<file path="config.mk">
export PLATFORM = sky130hd
export DESIGN_NAME = nlva_ctrl
export DESIGN_NICKNAME = d
export VERILOG_FILES = /design/src/rtl/nlva_pkg.sv /design/src/rtl/nlva_ctrl.sv
export SDC_FILE = /design/constraint.sdc
export NUM_CORES = 1
export LEC_CHECK = 0
export BUFFER_PORTS_ARGS = -buffer_cell sky130_fd_sc_hd__buf_2
export CORE_AREA = 8 8 45 47
export CTS_CLUSTER_DIAMETER = 120
export CTS_CLUSTER_SIZE = 8
export DETAILED_ROUTE_END_ITERATION = 6
export DIE_AREA = 0 0 53 55
export PLACE_DENSITY = 0.75
export RECOVER_POWER = 50
export SLEW_MARGIN = 10
export SYNTH_ARGS = -nofsm -noshare
export SYNTH_HDL_FRONTEND = slang
export SYNTH_SLANG_ARGS = --single-unit
</file>
<file path="constraint.sdc">
create_clock -name clk -period 2.97 [get_ports clk]
set_input_delay 0.297 -clock clk [delete_from_list [all_inputs] [get_ports clk]]
set_output_delay 0.297 -clock clk [all_outputs]
set_load 0.01 [all_outputs]
</file>
<file path="src/rtl/nlva_pkg.sv">
`default_nettype none
package nlva_pkg;

	localparam int MAX_EVENTS   = 256;
	localparam int VOICES       = 8;
	localparam int HELD_DEPTH   = 16;
	localparam int MAX_FIRE     = 32;
	localparam int RESULT_LIMIT = 48;

	localparam int EV_AW = $clog2(MAX_EVENTS);
	localparam int EV_CW = $clog2(MAX_EVENTS + 1);
	localparam int VIW   = (VOICES > 1) ? $clog2(VOICES) : 1;
	localparam int HIW   = $clog2(HELD_DEPTH);
	localparam int HCW   = $clog2(HELD_DEPTH + 1);
	localparam int FCW   = $clog2(MAX_FIRE + 1);
	localparam int RCW   = $clog2(RESULT_LIMIT + 1);

	typedef enum logic [3:0] {
		OP_KEY_ON      = 4'd0,
		OP_KEY_OFF     = 4'd1,
		OP_TICK        = 4'd2,
		OP_REC_START   = 4'd3,
		OP_REC_STOP    = 4'd4,
		OP_REC_ABORT   = 4'd5,
		OP_PLAY_START  = 4'd6,
		OP_PLAY_STOP   = 4'd7,
		OP_REWIND      = 4'd8,
		OP_CLEAR       = 4'd9,
		OP_RELEASE_ALL = 4'd10
	} op_t;

	typedef enum logic [4:0] {
		CMD_NONE,
		CMD_LATCH,
		CMD_KEY_ON,
		CMD_KEY_OFF,
		CMD_SND_OFF,
		CMD_TICK_ADV,
		CMD_FIRE,
		CMD_WRAP,
		CMD_REC_PRE,
		CMD_REC_GO,
		CMD_REC_STOP,
		CMD_REC_ABORT,
		CMD_PLAY_START,
		CMD_PLAY_STOP,
		CMD_REWIND,
		CMD_CLEAR,
		CMD_REL_VOICE,
		CMD_FLUSH
	} cmd_t;

	typedef enum logic [2:0] {
		ST_IDLE,
		ST_DISPATCH,
		ST_SND,
		ST_POST,
		ST_T_WAIT,
		ST_T_CHECK,
		ST_REL,
		ST_FLUSH
	} state_t;

	typedef struct packed {
		op_t  op;
		logic emit_ok;
		logic out_free;
		logic pend_v;
		logic due;
		logic fire_ok;
		logic wrap;
		logic snd_any;
		logic playing;
		logic ev_any;
		logic held_any;
		logic vlast;
	} status_t;

endpackage
`default_nettype wire

</file>
<file path="src/rtl/nlva_ctrl.sv">
`default_nettype none
module nlva_ctrl (
	input  wire logic              clk,
	input  wire logic              arst_n,
	input  wire logic              in_valid,
	output logic                   in_ready,
	input  wire nlva_pkg::status_t st,
	output nlva_pkg::cmd_t         cmd
);

	nlva_pkg::state_t state_q, state_d;

	always_ff @(posedge clk or negedge arst_n) begin
		if (!arst_n) begin
			state_q <= nlva_pkg::ST_IDLE;
		end else begin
			state_q <= state_d;
		end
	end

	always_comb begin
		state_d  = state_q;
		cmd      = nlva_pkg::CMD_NONE;
		in_ready = 1'b0;
		unique case (state_q)
			nlva_pkg::ST_IDLE: begin
				in_ready = 1'b1;
				if (in_valid) begin
					cmd     = nlva_pkg::CMD_LATCH;
					state_d = nlva_pkg::ST_DISPATCH;
				end
			end
			nlva_pkg::ST_DISPATCH: begin
				state_d = nlva_pkg::ST_FLUSH;
				unique case (st.op)
					nlva_pkg::OP_KEY_ON: begin
						if (st.emit_ok) cmd = nlva_pkg::CMD_KEY_ON;
						else state_d = nlva_pkg::ST_DISPATCH;
					end
					nlva_pkg::OP_KEY_OFF: begin
						if (st.emit_ok) cmd = nlva_pkg::CMD_KEY_OFF;
						else state_d = nlva_pkg::ST_DISPATCH;
					end
					nlva_pkg::OP_TICK: begin
						cmd     = nlva_pkg::CMD_TICK_ADV;
						state_d = nlva_pkg::ST_T_WAIT;
					end
					nlva_pkg::OP_REC_START: begin
						cmd     = nlva_pkg::CMD_REC_PRE;
						state_d = nlva_pkg::ST_SND;
					end
					nlva_pkg::OP_REC_STOP:   cmd = nlva_pkg::CMD_REC_STOP;
					nlva_pkg::OP_REC_ABORT:  cmd = nlva_pkg::CMD_REC_ABORT;
					nlva_pkg::OP_PLAY_START: cmd = nlva_pkg::CMD_PLAY_START;
					nlva_pkg::OP_PLAY_STOP:  cmd = nlva_pkg::CMD_PLAY_STOP;
					nlva_pkg::OP_REWIND: begin
						cmd     = nlva_pkg::CMD_REWIND;
						state_d = nlva_pkg::ST_SND;
					end
					nlva_pkg::OP_CLEAR: state_d = nlva_pkg::ST_SND;
					nlva_pkg::OP_RELEASE_ALL: begin
						if (st.held_any) state_d = nlva_pkg::ST_REL;
					end
					default: state_d = nlva_pkg::ST_FLUSH;
				endcase
			end
			nlva_pkg::ST_SND: begin
				if (!st.snd_any) begin
					state_d = nlva_pkg::ST_POST;
				end else if (st.emit_ok) begin
					cmd = nlva_pkg::CMD_SND_OFF;
				end
			end
			nlva_pkg::ST_POST: begin
				state_d = nlva_pkg::ST_FLUSH;
				if (st.op == nlva_pkg::OP_REC_START) cmd = nlva_pkg::CMD_REC_GO;
				else if (st.op == nlva_pkg::OP_CLEAR) cmd = nlva_pkg::CMD_CLEAR;
			end
			nlva_pkg::ST_T_WAIT: begin
				if (st.playing && st.ev_any) state_d = nlva_pkg::ST_T_CHECK;
				else state_d = nlva_pkg::ST_FLUSH;
			end
			nlva_pkg::ST_T_CHECK: begin
				if (st.due && st.fire_ok) begin
					if (st.emit_ok) begin
						cmd     = nlva_pkg::CMD_FIRE;
						state_d = nlva_pkg::ST_T_WAIT;
					end
				end else if (st.wrap) begin
					cmd     = nlva_pkg::CMD_WRAP;
					state_d = nlva_pkg::ST_SND;
				end else begin
					state_d = nlva_pkg::ST_FLUSH;
				end
			end
			nlva_pkg::ST_REL: begin
				if (st.emit_ok) begin
					cmd = nlva_pkg::CMD_REL_VOICE;
					if (st.vlast) state_d = nlva_pkg::ST_FLUSH;
				end
			end
			nlva_pkg::ST_FLUSH: begin
				if (!st.pend_v) begin
					state_d = nlva_pkg::ST_IDLE;
				end else if (st.out_free) begin
					cmd     = nlva_pkg::CMD_FLUSH;
					state_d = nlva_pkg::ST_IDLE;
				end
			end
			default: state_d = nlva_pkg::ST_IDLE;
		endcase
	end

endmodule
`default_nettype wire

</file>
**Yosys cells after proc, flatten, opt, wreduce, memory -nomap -nowiden**

Cells that the tools add are included.

- Register bits after elaboration: 3
- Input port bits: 18

- Equality and inequality tests: 23
- Multiplexer cells: 30
- Reductions and logical operators: 7

Operators by type and width:

| kind | count |
|---|---|
| $mux W3 | 14 |
| $pmux W4 S9 | 1 |
| $pmux W5 S7 | 1 |
| $pmux W3 S8 | 1 |
| $mux W5 | 4 |
| $eq A4 B3 Y1 const B | 4 |
| $eq A3 B3 Y1 const B | 4 |
| $eq A4 B4 Y1 const B | 3 |
| $pmux W3 S4 | 1 |
| $eq A4 B2 Y1 const B | 2 |
| $mux W4 | 2 |
| $ne A2 B2 Y1 const B | 4 |
| $eq A3 B2 Y1 const B | 2 |
| $mux W2 | 3 |
| $ne A3 B3 Y1 const B | 2 |
| $reduce_and A6 Y1 | 1 |
| $eq A4 B1 Y1 const B | 1 |
| $logic_not A4 Y1 | 1 |
| $eq A3 B1 Y1 const B | 1 |
| $logic_not A3 Y1 | 1 |
| $mux W1 | 3 |
| $reduce_or A3 Y1 | 1 |
| $logic_and A1 B1 Y1 | 2 |
| $reduce_or A2 Y1 | 1 |

**Depth between registers and ports, before layout**

Gate-level depths: netlist of run 1.

- Word-level depth: 4
- Gate-level depth with buffers: 6

**Least setup slack after synthesis of run 1**

OpenSTA, ideal clock, no wires.

- Path type: flip-flop to output port
- Start: reg state_q[1]
- End: out cmd[0]
- Data arrival time: 1.246 ns
- Required time: 2.673 ns
- Setup slack: 1.427 ns
- Cell stages (with the launch flop): 6
- Path through: dfrtp_1 -> buf_4 -> buf_2 -> nor3_1 -> a21oi_1 -> o311ai_1

- Cells in the longest elaborated chain, start to end: 2

Ends and longest elaborated chain:

| item | RTL line | RTL |
|---|---|---|
| from (decl) | nlva_ctrl.sv:11 | `nlva_pkg::state_t state_q, state_d;` |
| from (signal assigned) | nlva_ctrl.sv:15 | `state_q <= nlva_pkg::ST_IDLE;` |
| from (signal assigned) | nlva_ctrl.sv:17 | `state_q <= state_d;` |
| $eq A3 B3 Y1, or another cell as far along | nlva_ctrl.sv:25 | `unique case (state_q)` |
| $pmux W5 S7 (*) | nlva_ctrl.sv:25 |  |
| to (decl) | nlva_ctrl.sv:8 | `output nlva_pkg::cmd_t cmd` |

Every way passes the cells marked *; elsewhere a longest branch is shown, timed or not.

**Worst setup path in the final report of run 1**

Ends and elaborated chain as after synthesis.

==> impl_metrics.xml, run 1 <==
<?xml version="1.0" encoding="UTF-8"?>
<metrics>
  <group name="status">
    <metric name="run_status" unit="">complete, no violations</metric>
  </group>
  <group name="timing">
    <metric name="final_max_slew_viol_count" unit="">0</metric>
    <metric name="grt_setup_unrepaired" unit="">false</metric>
    <metric name="fin_tns_setup" unit="ns">0</metric>
    <metric name="final.setup.worst_slack" unit="ns">0.975</metric>
    <metric name="tightest_slew" unit="ns">0.485</metric>
    <metric name="final.setup_skew" unit="ns">0.00154</metric>
    <metric name="slew_headroom" unit="">0.676</metric>
    <metric name="hold_viol" unit="">0</metric>
    <metric name="final.min_clock_period" unit="ns">1.99</metric>
    <metric name="max_freq" unit="MHz">501</metric>
    <metric name="finalCritPeriodShare" unit="">0.672</metric>
    <metric name="setup_violations" unit="">0</metric>
  </group>
  <group name="layout">
    <metric name="insertedDiodeCount" unit="">0</metric>
    <metric name="flip_flop_count_of_the_largest_register_all_copies_and_words_added" unit="">3</metric>
    <metric name="layout-area-overhead-vs-synth" unit="%">19.6</metric>
    <metric name="finish.net_count" unit="">122</metric>
    <metric name="filler_cell_count" unit="">145</metric>
    <metric name="share_of_layout_cells_above_drive_strength_1" unit="">0.272</metric>
    <metric name="max_flop_register" unit="">state_q</metric>
    <metric name="reg.largest.list" unit="">state_q (3)</metric>
  </group>
  <group name="cts">
    <metric name="worst_skew_pair.late_latency" unit="ns">0.23</metric>
    <metric name="cts.root.buffer_cell" unit="">clkbuf_4</metric>
    <metric name="tritoncts_clock_tree" unit="">yes</metric>
    <metric name="worst_setup_hold_path_clk_slew" unit="ns">0.04</metric>
    <metric name="cts-buffers-inserted" unit="">3</metric>
    <metric name="post-cts-setup-buffers" unit="">0</metric>
    <metric name="clock_tree.htree_level_count" unit="">1</metric>
    <metric name="clockBufferDepth" unit="">2</metric>
    <metric name="cts.repair.resized" unit="">0</metric>
    <metric name="count_of_hold_buffers_inserted_by_post_cts_repair" unit="">1</metric>
    <metric name="clock_sinks" unit="">3</metric>
  </group>
  <group name="pwr">
    <metric name="power_leakage" unit="nW">0.294</metric>
    <metric name="pwr_density_cell" unit="nW/um^2">653</metric>
    <metric name="worst_ir_drop_on_vdd" unit="V">0.000283</metric>
  </group>
  <group name="yosys">
    <metric name="synthMostInstantiatedCell" unit="">nand2b_1</metric>
    <metric name="number_of_distinct_library_cell_variants_in_the_gate_level_netlist_after_synthesis" unit="">39</metric>
    <metric name="synthesis.yosys.warnings" unit="">0</metric>
    <metric name="post_synth_most_frequent_cells" unit="">9 x nand2b_1, 8 x a21oi_1, 5 x nand3_1</metric>
    <metric name="mappedNetlistNets" unit="">100</metric>
    <metric name="summed_instance_area_of_the_synthesized_netlist" unit="um^2">594</metric>
    <metric name="ys_ff_latch" unit="">3</metric>
    <metric name="synth-seq-area-share" unit="">0.126</metric>
    <metric name="postSynthCellCount" unit="">82</metric>
    <metric name="commonest_register_cell_after_synthesis" unit="">dfrtp_1</metric>
    <metric name="synthArstFlopShare" unit="">1.00</metric>
    <metric name="synth-edff-count" unit="">0</metric>
    <metric name="avgSynthCellArea" unit="um^2">7.25</metric>
    <metric name="top_area_cells_in_the_synthesized_netlist" unit="">dfrtp_1 13%, nand2b_1 9.5%, a21oi_1 6.7%</metric>
    <metric name="synth_largest_area_cell" unit="">dfrtp_1</metric>
    <metric name="synthDominantCellAreaShare" unit="">0.126</metric>
  </group>
  <group name="global_routing">
    <metric name="grt_pass1_vias" unit="">587</metric>
    <metric name="antenna_found_initial" unit="">0</metric>
    <metric name="globalRouteTotalUtil" unit="">0.111</metric>
    <metric name="globalRouteOverflowTotal" unit="">0</metric>
    <metric name="first_pass_grt_wire_length" unit="mm">2.48</metric>
    <metric name="grt_start_max_net_pins" unit="">20</metric>
  </group>
  <group name="floorplan">
    <metric name="row_count" unit="">14</metric>
    <metric name="boundaryPins" unit="">24</metric>
    <metric name="start_util" unit="">0.429</metric>
    <metric name="die_h" unit="um">55</metric>
    <metric name="floorplan.die_area" unit="um^2">2920</metric>
    <metric name="core_outline_area" unit="um^2">1380</metric>
    <metric name="die-width" unit="um">53</metric>
  </group>
  <group name="worst_setup_path">
    <metric name="cp_data_arrival_time" unit="ns">1.70</metric>
    <metric name="worstPathRequired" unit="ns">2.67</metric>
    <metric name="slowest_stage_delay_on_critical_path" unit="ns">0.55</metric>
    <metric name="cpMaxStageDelayCell" unit="">dfrtp_1</metric>
    <metric name="crit_path_max_fanout" unit="">19</metric>
    <metric name="worst_setup_path_start_kind" unit="">flop</metric>
    <metric name="endpoint_kind" unit="">primary output</metric>
    <metric name="crit_chain" unit="">nand2b_1 -&gt; or2_1 -&gt; o311ai_1 -&gt; buf_2</metric>
    <metric name="timing.setup.critical_path_class" unit="">flop to primary output</metric>
  </group>
  <group name="flow_run">
    <metric name="max_cap_viol_count" unit="">0</metric>
  </group>
  <group name="routing">
    <metric name="route.vias.total" unit="">670</metric>
    <metric name="first_iter_violations" unit="">18</metric>
    <metric name="detail_route.vias_per_cell" unit="">5.63</metric>
    <metric name="drc" unit="">0</metric>
    <metric name="postRouteWirelength" unit="mm">1.57</metric>
    <metric name="drt_first_pass_iters" unit="">4</metric>
    <metric name="drt.antenna.violating_nets" unit="">0</metric>
    <metric name="avgRoutedWirePerCell" unit="um">13.2</metric>
  </group>
  <group name="placed_design">
    <metric name="port_buffers" unit="">23</metric>
    <metric name="hpwl" unit="mm">1.19</metric>
    <metric name="weighted_congestion_reported_at_the_end_of_routability_driven_placement" unit="">0.794</metric>
    <metric name="pre_cts_setup_slack" unit="ns">1.25</metric>
  </group>
  <group name="min_path">
    <metric name="min-delay-path-class" unit="">input pin to asynchronous set/reset pin</metric>
  </group>
</metrics>
==> cell type report <==
class / count / area (um^2) / share of cell area
clock buffer: 4 / 26.3 / 0.0370
inverter: 1 / 3.75 / 0.00528
sequential: 3 / 75.1 / 0.106
timing repair buffer: 24 / 124 / 0.174
tap: 16 / 20.0 / 0.0282
multi-input combinational: 71 / 462 / 0.650
==> power by group <==
part	total [mW]	internal, mW	switching [mW]
sequential	0.140	0.0609	0.0796
combinational	0.250	0.133	0.117
clock	0.0735	0.0505	0.0230
total	0.464	0.244	0.220
==> worst max-delay path, delay by kind of cell, from the launching register on <==
| kind | cells | cell delay [ns] |
|---|---|---|
| DFF | 1 | 0.55 |
| and+or+nand+nor | 2 | 0.49 |
| AOI/OAI and AO/OA | 1 | 0.24 |
| buffers and inverters | 1 | 0.18 |
==> final timing paths <==
kind                                         from                     end  slack (ns)  depth (start not counted)
max                        state_q[1]$_DFFE_PN0P_                  cmd[0]        0.98                          4
max in group asynchronous                  arst_n  state_q[2]$_DFFE_PN0P_        2.42                          2
min in group clk                            st[5]  state_q[0]$_DFFE_PN0P_        0.45                          4
min reg2reg                state_q[2]$_DFFE_PN0P_  state_q[2]$_DFFE_PN0P_        0.79                          1
max reg2reg                state_q[1]$_DFFE_PN0P_  state_q[2]$_DFFE_PN0P_        1.37                          4
min                                        arst_n  state_q[1]$_DFFE_PN0P_        0.40                          2
==> metal layers <==
layer | up-vias | GRT usage | share of wire
li1 | 352 | - | -
met1 | 302 | 0.136 | 0.50
met2 | 16 | 0.182 | 0.47
met3 | 0 | 0.0374 | 0.029
met4 | 0 | 0.0259 | 0
met5 | - | 0 | 0
==> cells by family (layout without fill, tap and decap cells) <==
kind of cell    count (synthesis)  after routing  synth area share
compound gates                 31             31             0.385
xor+xnor                        1              1            0.0147
buf+inv                         8             29            0.0716
flops                           3              3             0.126
simple gates                   39             39             0.402
==> stage by stage <==
step	std cells	util	total power [mW]	instance area, um^2	hold slack [ns]
2_1_floorplan	82	-	0.342	594	0.00141
4_1_cts	119	0.525	0.476	727	0.380
3_3_place_gp	114	0.499	0.393	691	0.0928
6_report	119	0.514	0.464	711	0.399
3_5_place_dp	114	0.499	0.396	691	0.0960
5_1_grt	119	0.514	0.512	711	0.428
==> cell usage in the layout (no fill, tap or decap), types with 2 or more instances in the layout <==
cell type  netlist  routed
nand2_1          3       3
clkbuf_1         1       2
o22a_1           2       2
nand3_1          5       5
nor2b_1          4       4
a31oi_1          1       2
nor2_1           3       3
o21ai_0          3       3
nor3_1           3       3
a21oi_1          8       8
o21ai_1          2       2
o31ai_1          3       3
nand2b_1         9       9
or2_1            2       2
nor3b_1          2       2
dfrtp_1          3       3
clkbuf_4         0       3
buf_2            4      22
a22oi_1          2       2
No activity file was read; power rests on OpenSTA's default activity.
==> run 2: changes to the inputs <==
--- a/config.mk
+++ b/config.mk
@@ -6,12 +6,12 @@
 export NUM_CORES = 1
 export LEC_CHECK = 0
 export BUFFER_PORTS_ARGS = -buffer_cell sky130_fd_sc_hd__buf_2
-export CORE_AREA = 8 8 45 47
+export CORE_MARGIN = 8
+export CORE_UTILIZATION = 42
 export CTS_CLUSTER_DIAMETER = 120
 export CTS_CLUSTER_SIZE = 8
 export DETAILED_ROUTE_END_ITERATION = 6
-export DIE_AREA = 0 0 53 55
-export PLACE_DENSITY = 0.75
+export PLACE_DENSITY = 0.74
 export RECOVER_POWER = 50
 export SLEW_MARGIN = 10
 export SYNTH_ARGS = -nofsm -noshare
==> constraint.sdc (replaced) <==
create_clock -name clk -period 1.8 [get_ports clk]
set_input_delay 0.18 -clock clk [delete_from_list [all_inputs] [get_ports clk]]
set_output_delay 0.18 -clock clk [all_outputs]
set_load 0.01 [all_outputs]
==> run 2 against run 1 <==
Flip-flop and latch count is the same. Register-to-register slack lost 0.99 ns. Cell area increased by 4.4%. Hold slack lost 0.12 ns. Sequential power grew 39%. Critical path type unchanged.
==> impl_metrics.xml, run 2 (synthesis results as in run 1) <==
<?xml version="1.0" encoding="UTF-8"?>
<metrics>
  <group name="worst_setup_path">
    <metric name="worstPathBufferInverterCount" unit="">1</metric>
    <metric name="path_delay_family" unit="">flip-flops</metric>
    <metric name="reg2reg_depth" unit="">5</metric>
    <metric name="r2r_start" unit="">state_q[1]$_DFFE_PN0P_</metric>
    <metric name="reg2reg_slack" unit="ns">0.38</metric>
    <metric name="crit_chain" unit="">nand2b_1 -&gt; or2_1 -&gt; o31ai_1 -&gt; buf_2</metric>
    <metric name="cpMaxStageDelayCell" unit="">dfrtp_2</metric>
    <metric name="endpoint_kind" unit="">primary output</metric>
    <metric name="slowest_stage_delay_on_critical_path" unit="ns">0.45</metric>
    <metric name="cp_data_arrival_time" unit="ns">1.52</metric>
    <metric name="worstPathRequired" unit="ns">1.62</metric>
    <metric name="worstReg2RegEnd" unit="">state_q[0]$_DFFE_PN0P_</metric>
    <metric name="worst_setup_path_start_kind" unit="">flop</metric>
    <metric name="crit_path_max_fanout" unit="">9</metric>
    <metric name="timing.setup.critical_path_class" unit="">flop to primary output</metric>
  </group>
  <group name="routing">
    <metric name="drt.antenna.violating_nets" unit="">0</metric>
    <metric name="first_iter_violations" unit="">20</metric>
    <metric name="drt_first_pass_iters" unit="">4</metric>
    <metric name="avgRoutedWirePerCell" unit="um">14.2</metric>
    <metric name="postRouteWirelength" unit="mm">1.71</metric>
    <metric name="drc" unit="">0</metric>
    <metric name="detail_route.vias_per_cell" unit="">6.01</metric>
    <metric name="route.vias.total" unit="">721</metric>
  </group>
  <group name="flow_run">
    <metric name="max_cap_viol_count" unit="">0</metric>
  </group>
  <group name="status">
    <metric name="run_status" unit="">complete, no violations</metric>
  </group>
  <group name="layout">
    <metric name="layout_common_cells" unit="">22 x buf_2, 9 x nand2b_1, 8 x a21oi_1</metric>
    <metric name="filler_cell_count" unit="">130</metric>
    <metric name="share_of_layout_cells_above_drive_strength_1" unit="">0.314</metric>
    <metric name="flip_flop_count_of_the_largest_register_all_copies_and_words_added" unit="">3</metric>
    <metric name="reg.largest.list" unit="">state_q (3)</metric>
    <metric name="max_flop_register" unit="">state_q</metric>
    <metric name="insertedDiodeCount" unit="">0</metric>
    <metric name="final_common_cell" unit="">buf_2</metric>
    <metric name="layout-area-overhead-vs-synth" unit="%">24.8</metric>
    <metric name="finish.net_count" unit="">124</metric>
  </group>
  <group name="pwr">
    <metric name="power_leakage" unit="nW">0.303</metric>
    <metric name="worst_ir_drop_on_vdd" unit="V">0.000485</metric>
    <metric name="pwr_density_cell" unit="nW/um^2">1110</metric>
  </group>
  <group name="placed_design">
    <metric name="weighted_congestion_reported_at_the_end_of_routability_driven_placement" unit="">0.874</metric>
    <metric name="port_buffers" unit="">23</metric>
    <metric name="hpwl" unit="mm">1.32</metric>
    <metric name="pre_cts_setup_slack" unit="ns">0.340</metric>
  </group>
  <group name="floorplan">
    <metric name="start_util" unit="">0.451</metric>
    <metric name="die-width" unit="um">53.6</metric>
    <metric name="boundaryPins" unit="">24</metric>
    <metric name="floorplan.die_area" unit="um^2">2870</metric>
    <metric name="core_outline_area" unit="um^2">1320</metric>
    <metric name="row_count" unit="">13</metric>
    <metric name="die_h" unit="um">53.6</metric>
  </group>
  <group name="cts">
    <metric name="clock_sinks" unit="">3</metric>
    <metric name="worst_skew_pair.late_latency" unit="ns">0.24</metric>
    <metric name="clock_tree.htree_level_count" unit="">1</metric>
    <metric name="clockBufferDepth" unit="">2</metric>
    <metric name="tritoncts_clock_tree" unit="">yes</metric>
    <metric name="cts-buffers-inserted" unit="">3</metric>
    <metric name="cts.root.buffer_cell" unit="">clkbuf_4</metric>
    <metric name="post-cts-setup-buffers" unit="">0</metric>
    <metric name="worst_setup_hold_path_clk_slew" unit="ns">0.04</metric>
  </group>
  <group name="global_routing">
    <metric name="globalRouteOverflowTotal" unit="">0</metric>
    <metric name="grt_pass1_vias" unit="">676</metric>
    <metric name="antenna_found_initial" unit="">0</metric>
    <metric name="first_pass_grt_wire_length" unit="mm">2.84</metric>
    <metric name="grt_start_max_net_pins" unit="">17</metric>
    <metric name="globalRouteTotalUtil" unit="">0.131</metric>
  </group>
  <group name="timing">
    <metric name="tightest_slew" unit="ns">0.342</metric>
    <metric name="final_max_slew_viol_count" unit="">0</metric>
    <metric name="finalCritPeriodShare" unit="">0.946</metric>
    <metric name="setup_violations" unit="">0</metric>
    <metric name="final.setup.worst_slack" unit="ns">0.0966</metric>
    <metric name="final.setup_skew" unit="ns">0.00219</metric>
    <metric name="hold_viol" unit="">0</metric>
    <metric name="fin_tns_setup" unit="ns">0</metric>
    <metric name="max_freq" unit="MHz">587</metric>
    <metric name="slew_headroom" unit="">0.769</metric>
    <metric name="final.min_clock_period" unit="ns">1.70</metric>
    <metric name="grt_setup_unrepaired" unit="">false</metric>
  </group>
  <group name="min_path">
    <metric name="min-delay-path-class" unit="">input pin to asynchronous set/reset pin</metric>
  </group>
</metrics>
-- run 2: cell types whose count changed in the layout (fill, tap and decap cells not counted) --
cell	before	now
dfrtp_2	0	2
a31oi_1	2	1
buf_4	0	2
dfrtp_1	3	1
a31oi_4	0	1
-- run 2: how the worst max path moves through the flow --
stage | startpoint | depth (start not counted) | end | slack (ns)
after detailed placement | state_q[1]$_DFFE_PN0P_ | 4 | cmd[0] | 0.34
after global routing | state_q[0]$_DFFE_PN0P_ | 5 | cmd[0] | 0.02
final | state_q[1]$_DFFE_PN0P_ | 4 | cmd[1] | 0.1
after floorplan | state_q[1]$_DFFE_PN0P_ | 5 | cmd[0] | 0.37
after CTS | state_q[1]$_DFFE_PN0P_ | 4 | cmd[1] | 0.07
after global placement | state_q[2]$_DFFE_PN0P_ | 5 | cmd[0] | 0.33
-- run 2: stage by stage --
| stage | hold slack [ns] | cells | instance area (um^2) | util | power, mW |
|---|---|---|---|---|---|
| after global placement | -0.0226 | 115 | 704 | 0.535 | 0.684 |
| after global routing | 0.296 | 120 | 742 | 0.563 | 0.890 |
| after floorplan | -0.116 | 82 | 594 | - | 0.564 |
| after CTS | 0.257 | 120 | 741 | 0.562 | 0.818 |
| after detailed placement | -0.0211 | 115 | 704 | 0.535 | 0.689 |
| final | 0.280 | 120 | 742 | 0.563 | 0.821 |
-- run 2: metal layers --
| layer | up-vias | share of wire | GRT usage |
|---|---|---|---|
| met5 | - | 0 | 0 |
| met4 | 0 | 0.021 | 0.105 |
| met3 | 4 | 0.067 | 0.0275 |
| met2 | 28 | 0.45 | 0.193 |
| met1 | 334 | 0.46 | 0.160 |
| li1 | 355 | - | - |
-- run 2: cell type report --
class / instances / area, um^2 / area share
clock buffer: 4 / 26.3 / 0.0354
inverter: 1 / 3.75 / 0.00506
multi-input combinational: 71 / 477 / 0.642
sequential: 3 / 77.6 / 0.105
tap: 15 / 18.8 / 0.0253
timing repair buffer: 26 / 139 / 0.187
-- run 2: worst register-to-register path, cell delays in order (launching register included) --
cell	delay, ns
dfrtp_2	0.45
buf_4	0.19
and3b_4	0.31
a31oi_4	0.10
a31oi_1	0.17
a41oi_1	0.06
-- run 2: power breakdown --
| group | switching (mW) | internal [mW] | leakage [nW] |
|---|---|---|---|
| Sequential | 0.0877 | 0.107 | 0.0312 |
| Combinational | 0.258 | 0.249 | 0.257 |
| Clock | 0.0362 | 0.0831 | 0.0150 |
| Total | 0.382 | 0.439 | 0.303 |
-- run 2: timing repair --
action                                  4_1_cts  5_1_grt
endpoints found under the setup margin        0        2
endpoints found under the hold margin         3        0
gates resized for setup                       0        2
hold buffers                                  1        0
